$ cat src/hdl/ssc_pkg.sv
`timescale 1ns / 1ps

package ssc_pkg;

    // Operating modes of the clock controller
    localparam logic [1:0] MODE_NORMAL  = 2'd0;
    localparam logic [1:0] MODE_HOURS   = 2'd1;
    localparam logic [1:0] MODE_MINUTES = 2'd2;

    // Configuration register indexes (byte address is four times the index)
    localparam logic [1:0] REG_LONG_PRESS    = 2'd0;
    localparam logic [1:0] REG_DEBOUNCE      = 2'd1;
    localparam logic [1:0] REG_BLOCK_HOLDOFF = 2'd2;
    localparam logic [1:0] REG_EXIT_HOLDOFF  = 2'd3;

    // Reset values of the configuration registers
    localparam logic [11:0] LONG_PRESS_RESET    = 12'd1000;
    localparam logic [11:0] DEBOUNCE_RESET      = 12'd150;
    localparam logic [12:0] BLOCK_HOLDOFF_RESET = 13'd1000;
    localparam logic [12:0] EXIT_HOLDOFF_RESET  = 13'd5000;

    // Saturation value of the press counter
    localparam logic [11:0] COUNT_MAX = 12'hFFF;

    // Wrap limits for time setting
    localparam logic [4:0] HOUR_LAST   = 5'd23;
    localparam logic [5:0] MINUTE_LAST = 6'd59;

    // Configuration register set
    typedef struct packed {
        logic [11:0] long_press_ms;
        logic [11:0] debounce_ms;
        logic [12:0] block_holdoff_ms;
        logic [12:0] exit_holdoff_ms;
    } cfg_t;

    // Clock write request produced by the button logic
    typedef struct packed {
        logic       clock_write;
        logic [4:0] new_hour;
        logic [5:0] new_minute;
        logic       clear_seconds;
    } wr_req_t;

    // Digit value to seven-segment pattern, bit 0 is segment A
    function automatic logic [6:0] seg_decode(input logic [3:0] value);
        logic [6:0] seg;
        begin
            case (value)
                4'd0:    seg = 7'h3f;
                4'd1:    seg = 7'h06;
                4'd2:    seg = 7'h5b;
                4'd3:    seg = 7'h4f;
                4'd4:    seg = 7'h66;
                4'd5:    seg = 7'h6d;
                4'd6:    seg = 7'h7d;
                4'd7:    seg = 7'h07;
                4'd8:    seg = 7'h7f;
                default: seg = 7'h67;
            endcase
            return seg;
        end
    endfunction

    // Tens digit of a value below 64, found by comparing against multiples of ten
    function automatic logic [2:0] tens_of(input logic [5:0] value);
        logic [2:0] tens;
        begin
            if (value >= 6'd60)
                tens = 3'd6;
            else if (value >= 6'd50)
                tens = 3'd5;
            else if (value >= 6'd40)
                tens = 3'd4;
            else if (value >= 6'd30)
                tens = 3'd3;
            else if (value >= 6'd20)
                tens = 3'd2;
            else if (value >= 6'd10)
                tens = 3'd1;
            else
                tens = 3'd0;
            return tens;
        end
    endfunction

endpackage

$ cat src/hdl/ssc_regs.sv
`timescale 1ns / 1ps

module ssc_regs
(
    input  logic                clk,
    input  logic                rst_n,
    input  logic                psel,
    input  logic                penable,
    input  logic                pwrite,
    input  logic [3:0]          paddr,
    input  logic [31:0]         pwdata,
    output logic [31:0]         prdata,
    output logic                pready,
    output ssc_pkg::cfg_t       cfg
);

    logic [11:0] long_press_reg;
    logic [11:0] debounce_reg;
    logic [12:0] block_holdoff_reg;
    logic [12:0] exit_holdoff_reg;
    logic        wr_en;
    logic [1:0]  reg_index;

    assign pready    = 1'b1;
    assign wr_en     = psel & penable & pwrite;
    assign reg_index = paddr[3:2];

    // Register writes in the access cycle
    always_ff @(posedge clk or negedge rst_n)
    begin
        if (!rst_n)
        begin
            long_press_reg    <= ssc_pkg::LONG_PRESS_RESET;
            debounce_reg      <= ssc_pkg::DEBOUNCE_RESET;
            block_holdoff_reg <= ssc_pkg::BLOCK_HOLDOFF_RESET;
            exit_holdoff_reg  <= ssc_pkg::EXIT_HOLDOFF_RESET;
        end
        else if (wr_en)
        begin
            case (reg_index)
                ssc_pkg::REG_LONG_PRESS:    long_press_reg    <= pwdata[11:0];
                ssc_pkg::REG_DEBOUNCE:      debounce_reg      <= pwdata[11:0];
                ssc_pkg::REG_BLOCK_HOLDOFF: block_holdoff_reg <= pwdata[12:0];
                ssc_pkg::REG_EXIT_HOLDOFF:  exit_holdoff_reg  <= pwdata[12:0];
                default:                    long_press_reg    <= long_press_reg;
            endcase
        end
    end

    // Read back
    always_comb
    begin
        case (reg_index)
            ssc_pkg::REG_LONG_PRESS:    prdata = {20'd0, long_press_reg};
            ssc_pkg::REG_DEBOUNCE:      prdata = {20'd0, debounce_reg};
            ssc_pkg::REG_BLOCK_HOLDOFF: prdata = {19'd0, block_holdoff_reg};
            ssc_pkg::REG_EXIT_HOLDOFF:  prdata = {19'd0, exit_holdoff_reg};
            default:                    prdata = 32'd0;
        endcase
    end

    assign cfg.long_press_ms    = long_press_reg;
    assign cfg.debounce_ms      = debounce_reg;
    assign cfg.block_holdoff_ms = block_holdoff_reg;
    assign cfg.exit_holdoff_ms  = exit_holdoff_reg;

endmodule

$ cat src/hdl/ssc_ctrl.sv
`timescale 1ns / 1ps

module ssc_ctrl
(
    input  logic                clk,
    input  logic                rst_n,
    input  logic                step,
    input  logic                button_level,
    input  logic [4:0]          clock_hour,
    input  logic [5:0]          clock_minute,
    input  ssc_pkg::cfg_t       cfg,
    output logic [1:0]          mode_next,
    output logic [1:0]          scan_index,
    output ssc_pkg::wr_req_t    wr_req
);

    logic [1:0]  mode_reg;
    logic [11:0] press_count_reg;
    logic [11:0] press_count_next;
    logic        long_fired_reg;
    logic        long_fired_next;
    logic [11:0] lockout_count_reg;
    logic [11:0] lockout_count_next;
    logic [12:0] holdoff_count_reg;
    logic [12:0] holdoff_count_next;
    logic [1:0]  scan_index_reg;
    logic        last_button_reg;
    logic [11:0] press_inc;
    logic        release_seen;

    assign release_seen = last_button_reg & ~button_level;
    assign press_inc    = (press_count_reg == ssc_pkg::COUNT_MAX) ?
                          press_count_reg : press_count_reg + 12'd1;

    // Button handling for one tick: long press, short press and holdoff
    always_comb
    begin
        mode_next          = mode_reg;
        press_count_next   = press_count_reg;
        long_fired_next    = long_fired_reg;
        holdoff_count_next = holdoff_count_reg;
        wr_req             = '0;

        // The lockout counts down before a release is judged
        if (lockout_count_reg != 12'd0)
            lockout_count_next = lockout_count_reg - 12'd1;
        else
            lockout_count_next = lockout_count_reg;

        if (holdoff_count_reg != 13'd0)
        begin
            holdoff_count_next = holdoff_count_reg - 13'd1;
            press_count_next   = 12'd0;
            if (!button_level)
                long_fired_next = 1'b0;
        end
        else if (button_level)
        begin
            if (!long_fired_reg)
            begin
                if (press_inc >= cfg.long_press_ms)
                begin
                    press_count_next = 12'd0;
                    long_fired_next  = 1'b1;
                    case (mode_reg)
                        ssc_pkg::MODE_HOURS:
                        begin
                            mode_next          = ssc_pkg::MODE_MINUTES;
                            holdoff_count_next = cfg.block_holdoff_ms;
                        end
                        ssc_pkg::MODE_MINUTES:
                        begin
                            mode_next            = ssc_pkg::MODE_NORMAL;
                            holdoff_count_next   = cfg.exit_holdoff_ms;
                            wr_req.clock_write   = 1'b1;
                            wr_req.new_hour      = clock_hour;
                            wr_req.new_minute    = clock_minute;
                            wr_req.clear_seconds = 1'b1;
                        end
                        default:
                        begin
                            mode_next = ssc_pkg::MODE_HOURS;
                        end
                    endcase
                end
                else
                begin
                    press_count_next = press_inc;
                end
            end
        end
        else
        begin
            press_count_next = 12'd0;
            if (release_seen)
            begin
                // The release that ends a long press only re-arms the button
                if (long_fired_reg)
                begin
                    long_fired_next = 1'b0;
                end
                else if ((mode_reg == ssc_pkg::MODE_HOURS ||
                          mode_reg == ssc_pkg::MODE_MINUTES) &&
                         lockout_count_next == 12'd0)
                begin
                    lockout_count_next = cfg.debounce_ms;
                    wr_req.clock_write = 1'b1;
                    if (mode_reg == ssc_pkg::MODE_HOURS)
                    begin
                        wr_req.new_hour      = (clock_hour >= ssc_pkg::HOUR_LAST) ?
                                               5'd0 : clock_hour + 5'd1;
                        wr_req.new_minute    = clock_minute;
                        wr_req.clear_seconds = 1'b0;
                    end
                    else
                    begin
                        wr_req.new_hour      = clock_hour;
                        wr_req.new_minute    = (clock_minute >= ssc_pkg::MINUTE_LAST) ?
                                               6'd0 : clock_minute + 6'd1;
                        wr_req.clear_seconds = 1'b1;
                    end
                end
            end
        end
    end

    // State advances once per processed tick
    always_ff @(posedge clk or negedge rst_n)
    begin
        if (!rst_n)
        begin
            mode_reg          <= ssc_pkg::MODE_NORMAL;
            press_count_reg   <= 12'd0;
            long_fired_reg    <= 1'b0;
            lockout_count_reg <= 12'd0;
            holdoff_count_reg <= 13'd0;
            scan_index_reg    <= 2'd0;
            last_button_reg   <= 1'b0;
        end
        else if (step)
        begin
            mode_reg          <= mode_next;
            press_count_reg   <= press_count_next;
            long_fired_reg    <= long_fired_next;
            lockout_count_reg <= lockout_count_next;
            holdoff_count_reg <= holdoff_count_next;
            scan_index_reg    <= scan_index_reg + 2'd1;
            last_button_reg   <= button_level;
        end
    end

    assign scan_index = scan_index_reg;

endmodule

$ cat src/hdl/ssc_disp.sv
`timescale 1ns / 1ps

module ssc_disp
(
    input  logic [1:0]  scan_index,
    input  logic [1:0]  mode,
    input  logic [4:0]  clock_hour,
    input  logic [5:0]  clock_minute,
    output logic [6:0]  segment_pattern,
    output logic [3:0]  digit_select_n
);

    logic [2:0] hour_tens;
    logic [3:0] hour_units;
    logic [2:0] minute_tens;
    logic [3:0] minute_units;
    logic [3:0] digit_value;
    logic       blank;
    logic [5:0] hour_wide;
    logic [5:0] hour_rem;
    logic [5:0] minute_rem;

    // Split hour and minute into decimal digits; tens never exceed six here
    assign hour_wide    = {1'b0, clock_hour};
    assign hour_tens    = ssc_pkg::tens_of(hour_wide);
    assign hour_rem     = hour_wide - 6'({hour_tens, 3'b000} + {2'b00, hour_tens, 1'b0});
    assign hour_units   = hour_rem[3:0];
    assign minute_tens  = ssc_pkg::tens_of(clock_minute);
    assign minute_rem   = clock_minute -
                          6'({minute_tens, 3'b000} + {2'b00, minute_tens, 1'b0});
    assign minute_units = minute_rem[3:0];

    // Pick the digit being scanned
    always_comb
    begin
        case (scan_index)
            2'd0:    digit_value = {1'b0, hour_tens};
            2'd1:    digit_value = hour_units;
            2'd2:    digit_value = {1'b0, minute_tens};
            default: digit_value = minute_units;
        endcase
    end

    // The pair of digits not being set is dark
    assign blank = (mode == ssc_pkg::MODE_HOURS && scan_index[1]) ||
                   (mode == ssc_pkg::MODE_MINUTES && !scan_index[1]);

    assign segment_pattern = blank ? 7'd0 : ssc_pkg::seg_decode(digit_value);
    assign digit_select_n  = blank ? 4'hF : ~(4'b0001 << scan_index);

endmodule

$ cat src/hdl/seven_segment_clock_controller.sv
`timescale 1ns / 1ps

// Multiplexed four-digit seven-segment clock controller. Each input word is one
// millisecond tick carrying the button level and the hour and minute read from
// the real-time clock; each tick yields exactly one output word that drives one
// digit (hour tens, hour units, minute tens, minute units in turn) and, when the
// button sets the time, requests a clock write. While the output side keeps
// taking words, a word is accepted every cycle and the throughput is one word
// per clock; an input register feeds a short stretch of logic into an output
// register, which holds each word until the output side takes it.
// Holding the button for long_press_ms ticks steps normal, set hours, set
// minutes, normal; a short press in a set mode advances the hour or minute.
// Timing registers sit on the APB port at byte addresses 0, 4, 8 and 12.

module seven_segment_clock_controller
(
    input  logic        clk,
    input  logic        rst_n,

    // Input stream: [0] button_level, [5:1] clock_hour, [11:6] clock_minute
    input  logic        s_tvalid,
    output logic        s_tready,
    input  logic [15:0] s_tdata,

    // Output stream: [6:0] segment_pattern, [10:7] digit_select_n,
    // [11] clock_write, [16:12] new_hour, [22:17] new_minute,
    // [23] clear_seconds, [25:24] set_mode
    output logic        m_tvalid,
    input  logic        m_tready,
    output logic [31:0] m_tdata,

    // Configuration port
    input  logic        psel,
    input  logic        penable,
    input  logic        pwrite,
    input  logic [3:0]  paddr,
    input  logic [31:0] pwdata,
    output logic [31:0] prdata,
    output logic        pready
);

    ssc_pkg::cfg_t    cfg;
    ssc_pkg::wr_req_t wr_req;

    logic        in_valid_reg;
    logic        in_button_reg;
    logic [4:0]  in_hour_reg;
    logic [5:0]  in_minute_reg;
    logic        out_valid_reg;
    logic [25:0] out_data_reg;
    logic        out_advance;
    logic        step;
    logic [1:0]  mode_next;
    logic [1:0]  scan_index;
    logic [6:0]  segment_pattern;
    logic [3:0]  digit_select_n;

    // Handshake: the output register frees when empty or taken
    assign out_advance = !out_valid_reg || m_tready;
    assign step        = in_valid_reg && out_advance;
    assign s_tready    = !in_valid_reg || out_advance;

    // Input register
    always_ff @(posedge clk or negedge rst_n)
    begin
        if (!rst_n)
            in_valid_reg <= 1'b0;
        else if (s_tready)
            in_valid_reg <= s_tvalid;
    end

    always_ff @(posedge clk)
    begin
        if (s_tready && s_tvalid)
        begin
            in_button_reg <= s_tdata[0];
            in_hour_reg   <= s_tdata[5:1];
            in_minute_reg <= s_tdata[11:6];
        end
    end

    ssc_regs u_regs
    (
        .clk     (clk),
        .rst_n   (rst_n),
        .psel    (psel),
        .penable (penable),
        .pwrite  (pwrite),
        .paddr   (paddr),
        .pwdata  (pwdata),
        .prdata  (prdata),
        .pready  (pready),
        .cfg     (cfg)
    );

    ssc_ctrl u_ctrl
    (
        .clk          (clk),
        .rst_n        (rst_n),
        .step         (step),
        .button_level (in_button_reg),
        .clock_hour   (in_hour_reg),
        .clock_minute (in_minute_reg),
        .cfg          (cfg),
        .mode_next    (mode_next),
        .scan_index   (scan_index),
        .wr_req       (wr_req)
    );

    ssc_disp u_disp
    (
        .scan_index      (scan_index),
        .mode            (mode_next),
        .clock_hour      (in_hour_reg),
        .clock_minute    (in_minute_reg),
        .segment_pattern (segment_pattern),
        .digit_select_n  (digit_select_n)
    );

    // Output register
    always_ff @(posedge clk or negedge rst_n)
    begin
        if (!rst_n)
            out_valid_reg <= 1'b0;
        else if (out_advance)
            out_valid_reg <= in_valid_reg;
    end

    always_ff @(posedge clk)
    begin
        if (step)
        begin
            out_data_reg <= {mode_next, wr_req.clear_seconds, wr_req.new_minute,
                             wr_req.new_hour, wr_req.clock_write,
                             digit_select_n, segment_pattern};
        end
    end

    assign m_tvalid = out_valid_reg;
    assign m_tdata  = {6'd0, out_data_reg};

endmodule

$ cat config.mk
export PLATFORM = sky130hd
export DESIGN_NAME = seven_segment_clock_controller
export DESIGN_NICKNAME = d
export VERILOG_FILES = /design/src/hdl/ssc_pkg.sv /design/src/hdl/ssc_regs.sv /design/src/hdl/ssc_ctrl.sv /design/src/hdl/ssc_disp.sv /design/src/hdl/seven_segment_clock_controller.sv
export SDC_FILE = /design/constraint.sdc
export NUM_CORES = 1
export LEC_CHECK = 0
export BUFFER_PORTS_ARGS = -buffer_cell sky130_fd_sc_hd__buf_4
export CAP_MARGIN = 10
export CORE_ASPECT_RATIO = 0.5
export CORE_UTILIZATION = 37
export CTS_BUF_LIST = sky130_fd_sc_hd__clkbuf_8
export DETAILED_ROUTE_END_ITERATION = 6
export SYNTH_ARGS = -nofsm -noshare
export SYNTH_HDL_FRONTEND = slang
export SYNTH_SLANG_ARGS = --single-unit
$ cat constraint.sdc
create_clock -name clk -period 4.2 [get_ports clk]
set_input_delay 0.63 -clock clk [delete_from_list [all_inputs] [get_ports clk]]
set_output_delay 0.63 -clock clk [all_outputs]
set_load 0.005 [all_outputs]
# Yosys cells after proc, flatten, opt, wreduce, memory -nomap -nowiden
# Memory sizes are Yosys's and may differ from the RTL's. A register that Yosys moved wholly into a read port is not among the register bits.
# Index checks and enable logic that the tools add are counted.
# totals
input_bits	59
romBits	112
mem_count	1
regBits	133
latchBits	0
output_inout_bits	67
ram_bits	0
# memory_table
memory	words	width	rd	rd_clocked_by_memory_dff	wr	line_no	source
(name not given)	16	7	1	1	0	ssc_pkg.sv:49	case (value)
# op_classes
n_eq_ne	13
n_bitwise	5
div_mod_pow	0
shift	1
n_reduce_logical	28
n_addsub	10
mux	51
n_mul	0
n_lt_le_gt_ge	15
# op_table
cell	n
12-bit 2-to-1 mux	12
13-bit 2-to-1 mux	11
32-bit case mux with 4 select lines	1
3-bit 2-to-1 mux	10
13-bit case mux with 2 select lines	1
6-bit greater-or-equal comparator, second input constant	4
5-bit by 6-bit greater-or-equal comparator with 1-bit output, second input constant	3
5-bit greater-or-equal comparator, second input constant	3
13-bit nonzero test	1
13-bit by 1-bit subtractor with 13-bit output, second input constant	1
12-bit by 1-bit adder with 12-bit output, second input constant	1
12-bit equality test, second input constant	1
12-bit greater-or-equal comparator	1
6-bit by 5-bit greater-or-equal comparator with 1-bit output, second input constant	2
12-bit logical NOT	1
4-bit case mux with 3 select lines	1
12-bit nonzero test	1
12-bit by 1-bit subtractor with 12-bit output, second input constant	1
2-bit equality test, second input constant	5
2-bit AND reduction	5
4-bit adder	2
2-bit by 1-bit equality test with 1-bit output, second input constant	4
1-bit 2-to-1 mux	8
2-bit 2-to-1 mux	4
other kinds (23)	39

# Logic depth before layout (Yosys ltp)
# depth
depth_word	10
ltp_mapped	19
depth_no_buf	15

# Modules after synthesis
# From an unflattened synthesis, not the netlist that was laid out.
# hier_totals
hier_cells	770
area_unflattened_um2	8201.6
# by_module_without_submodules
mod	cells_each	area_per_inst_um2	n_inst
ssc_ctrl	461	3713.6	1
ssc_regs	150	2443.6	1
seven_segment_clock_controller	53	1293.7	1
ssc_disp	106	750.7	1

# Worst setup path before layout
# No wires, ideal clock.
# synth_path
path_kind	register -> register
from	register u_ctrl.press_count_reg[0]
to	register u_ctrl.press_count_reg[3]
t_arrival_ps	3990
period_less_slack_ps	4072
path_slack_ps	128
n_path_buf	3
setup_time_ps	83
path_stages_with_launch	19
cell_sequence	dfrtp_1 -> ha_1 -> and2_1 -> clkbuf_1 -> nand4_1 -> or2_2 -> clkbuf_1 -> and2_0 -> clkbuf_1 -> nand3_1 -> xnor2_1 -> ha_1 -> a21o_1 -> a211o_1 -> a221oi_1 -> o21ai_1 -> nor3_1 -> nand2_1 -> o21ai_0
# synth_between
elab_chain_cells	7
elab_cells_between_ends	8
classes_between	add/sub: 1; order compare: 1; eq/ne: 1; mux: 5
# synth_lines
element	line_no	source
start, declared	ssc_ctrl.sv:18	logic [11:0] press_count_reg;
start signal, assigned	ssc_ctrl.sv:143	press_count_reg <= press_count_next;
12-bit by 1-bit adder with 12-bit output or 12-bit equality test (tied branches)	ssc_ctrl.sv:33, ssc_ctrl.sv:32	
12-bit 2-to-1 mux *	ssc_ctrl.sv:32	assign press_inc = (press_count_reg == ssc_pkg::COUNT_MAX) ?
12-bit greater-or-equal comparator	ssc_ctrl.sv:61	if (press_inc >= cfg.long_press_ms)
12-bit 2-to-1 mux *	ssc_ctrl.sv:61	
12-bit 2-to-1 mux *	ssc_ctrl.sv:59	if (!long_fired_reg)
12-bit 2-to-1 mux *	ssc_ctrl.sv:57	else if (button_level)
12-bit 2-to-1 mux *	ssc_ctrl.sv:50	if (holdoff_count_reg != 13'd0)
# Every way passes the cells marked *; elsewhere a longest branch is shown, timed or not. The select of a mux whose other input is x is not followed.
# A chain may end at the register's enable or synchronous reset.

# Final worst setup path
# layout_path
from	register u_ctrl.press_count_reg[3]
to	register u_ctrl.holdoff_count_reg[2]
# layout_between
elab_chain_cells	5
elab_cells_between_ends	6
classes_between	add/sub: 1; order compare: 1; eq/ne: 1; mux: 1; reduce/logical: 2
# layout_lines
element	line_no	source
12-bit by 1-bit adder with 12-bit output or 12-bit equality test (tied branches)	ssc_ctrl.sv:33, ssc_ctrl.sv:32	
12-bit 2-to-1 mux *	ssc_ctrl.sv:32	
12-bit greater-or-equal comparator *	ssc_ctrl.sv:61	
2-bit nonzero test (no source line) *	--	
5-bit AND reduction (no source line) *	--	
end signal, assigned	ssc_ctrl.sv:146	holdoff_count_reg <= holdoff_count_next;
end, declared	ssc_ctrl.sv:24	logic [12:0] holdoff_count_reg;
# Every way passes the cells marked *; elsewhere a longest branch is shown, timed or not.

==> flow_summary.ini <==
[finish]
instances_no_fill = 1159
drive_above_1_share_pct = 26.9
multiInputGateArea_um2 = 4100
nets = 952
fillers = 1992
largest_reg_flops = 26
diodes = 0
regArea_um2 = 3540
stdcell_area_um2 = 9360
area_growth_pct = 16.3

[yosys]
yosysTopAreaCellShare_pct = 23.0
synth.most_common_cell = dfrtp_1
synth_top_cell_by_area = dfrtp_1
yosys-top-cells-count = dfrtp_1, nand2_1, mux2_2
ys_async_sr_fraction_pct = 71.4
yosys-top-cells-area = dfrtp_1, edfxtp_1, mux2_2
ys_warn_count = 0
synthCells = 777
ys.flop_type = dfrtp_1
ys_seq_area_share_pct = 44.0
syn_area_um2 = 8050
synth-seq-cells = 133
synth-edff-count = 38
synthDistinctLibCells = 78
syn_avg_cell_area_um2 = 10.4

[die]
die_y_um = 106
start_util_pct = 38.5
die_w_um = 211
dieArea_um2 = 22400
rows = 37
io_pins = 126
core_um2 = 20900

[hold_path]
hold_class = input port to asynchronous set/reset pin

[placed_design]
gp_congestion = 0.887
placed_cell_area_um2 = 8910
place_hpwl_um = 14500
portBuffers = 74
post-place-cells = 1127

[clocking]
insertion_delay_ns = 0.45
cts_buffer_depth = 2
cts_setup_buffers = 0
cts_buffers = 17
tritoncts = yes
cts-root-buf = clkbuf_8
cts.sinks = 133
htreeDepth = 4
clk_pin_slew_ns = 0.09

[timing]
slew_violations = 0
finalClockSkew_ns = 0.0169
worst-slew-pin-transition_ns = 1.05
whs_ns = 0.341
hold_viol_final = 0
timing.final.crit_share_pct = 93.9
rsz0062_at_grt = no
tns_ns = 0
max_slew_margin_pct = 30.1
period_minus_slack_ns = 3.95
fmax_ghz = 0.253
setup_viol = 0

[detailed_routing]
routedWlPerCell_um = 17.3
first_pass_iters = 5
vias = 6198
dr.first_iter.drc_count = 452
ant_nets = 0
via_per_inst = 5.35
wl_um = 20100
drcViolationCount = 0

[outcome]
status = complete, no violations

[setup_path]
cp.required_ns = 4.54
end_kind = flip-flop
critical_path_arrival_ns = 4.29
cp_max_fo = 8
crit_path_start_kind = flip-flop
critPathKind = flip-flop to flip-flop

[global_route]
overflow = 0
grt_max_degree = 78
grt_pass1_vias = 5991
grt_first_pass_wirelength_um = 32400
antenna_found_initial = 0
track_usage_pct = 18.6

[power_and_ir_drop]
cellPowerDensity_nw_per_um2 = 499
vdd_drop_max_v = 0.000192
power.leakage_nw = 4.01
p_total_w = 0.00467

[flow_run]
maxCapViolations = 0
==> layer usage <==
layer	routed length (um)	vias to the layer above	share of wire, %	GRT usage (%)
li1	-	2930	-	-
met1	9970	3098	50	26.2
met2	9190	156	46	29.6
met3	734	14	3.7	3.78
met4	182	0	0.91	3.83
met5	0	-	0	0
==> placed cells by master, fill, tap and decap left out, types with 9 or more instances in the layout <==
cell type,count
mux4_2,12
a21oi_1,43
mux2i_1,16
nand2b_1,14
mux2_2,53
dfrtp_1,74
nor2_1,42
a22o_1,13
nor3_1,10
conb_1,26
ha_1,39
edfxtp_1,38
xor2_1,9
dfstp_2,21
clkbuf_8,17
nand2_1,65
buf_4,98
o21ai_0,41
inv_1,43
nand4_1,13
or3_1,9
nand3_1,20
==> path summary, 6_finish.rpt <==
path	start	endpoint	slack, ns	cells past startpoint
setup / recovery	u_ctrl.press_count_reg[3]$_DFFE_PN0P_	u_ctrl.holdoff_count_reg[2]$_DFFE_PN0P_	0.25	16
hold / removal	rst_n	u_regs.exit_holdoff_reg[0]$_DFFE_PN0P_	0.34	1
setup reg to reg	u_ctrl.press_count_reg[3]$_DFFE_PN0P_	u_ctrl.holdoff_count_reg[2]$_DFFE_PN0P_	0.25	16
hold reg to reg	in_valid_reg$_DFFE_PN0N_	m_tvalid$_DFFE_PN0P_	0.51	1
max in group asynchronous	rst_n	u_regs.long_press_reg[3]$_DFFE_PN1P_	2.91	2
min in group clk	s_tdata[5]	in_hour_reg[4]$_DFFE_PP_	0.35	1
==> through the flow <==
step,utilization (%),setup WS (ns)
finish,44.7,0.255
detailed placement,42.6,0.263
global placement,42.6,0.328
global route,44.7,0.00215
CTS,44.7,0.222
floorplan,-,0.128
==> cell families (layout without fill, tap and decap cells) <==
kind of cell    after synthesis  count (layout)  synth area share [%]
compound gates              169             169                  13.9
xor+xnor                     17              17                  2.02
fa+ha+maj                    39              39                  6.06
buf+inv                     108             174                  6.37
flops                       133             133                  44.0
mux                          81              81                  12.8
other cells                   2              26                0.0933
simple gates                228             228                  14.8
==> critical path: stages, from the launching register on <==
cell	delay, ns
dfrtp_1	0.46
and4_1	0.27
nand4_1	0.17
or2_2	0.42
and2_0	0.19
nand3_1	0.13
xnor2_1	0.09
ha_1	0.20
a21o_1	0.17
a211o_1	0.29
a221oi_1	0.22
buf_4	0.17
o21ai_1	0.13
buf_4	0.21
a21o_1	0.24
nand3_1	0.13
mux2_2	0.35
==> layout make-up <==
type / count / area share, %
Multi-Input combinational cell: 560 / 43.8
Sequential cell: 133 / 37.9
Timing Repair Buffer: 98 / 7.86
Tap cell: 292 / 3.90
Clock buffer: 17 / 2.50
Clock inverter: 15 / 2.29
Inverter: 44 / 1.76
==> report_power, final <==
part | internal [W] | leakage, nW | total (W) | switching (W)
combinational | 0.000707 | 2.28 | 0.00145 | 0.000741
sequential | 0.00169 | 1.51 | 0.00198 | 0.000295
clock | 0.000664 | 0.225 | 0.00124 | 0.000576
==> what timing repair did <==
item | CTS | global route
setup endpoints to repair | 0 | 11
gates resized for setup | 0 | 2
hold buffers | 0 | 0
(Power assumes the default switching activity.)
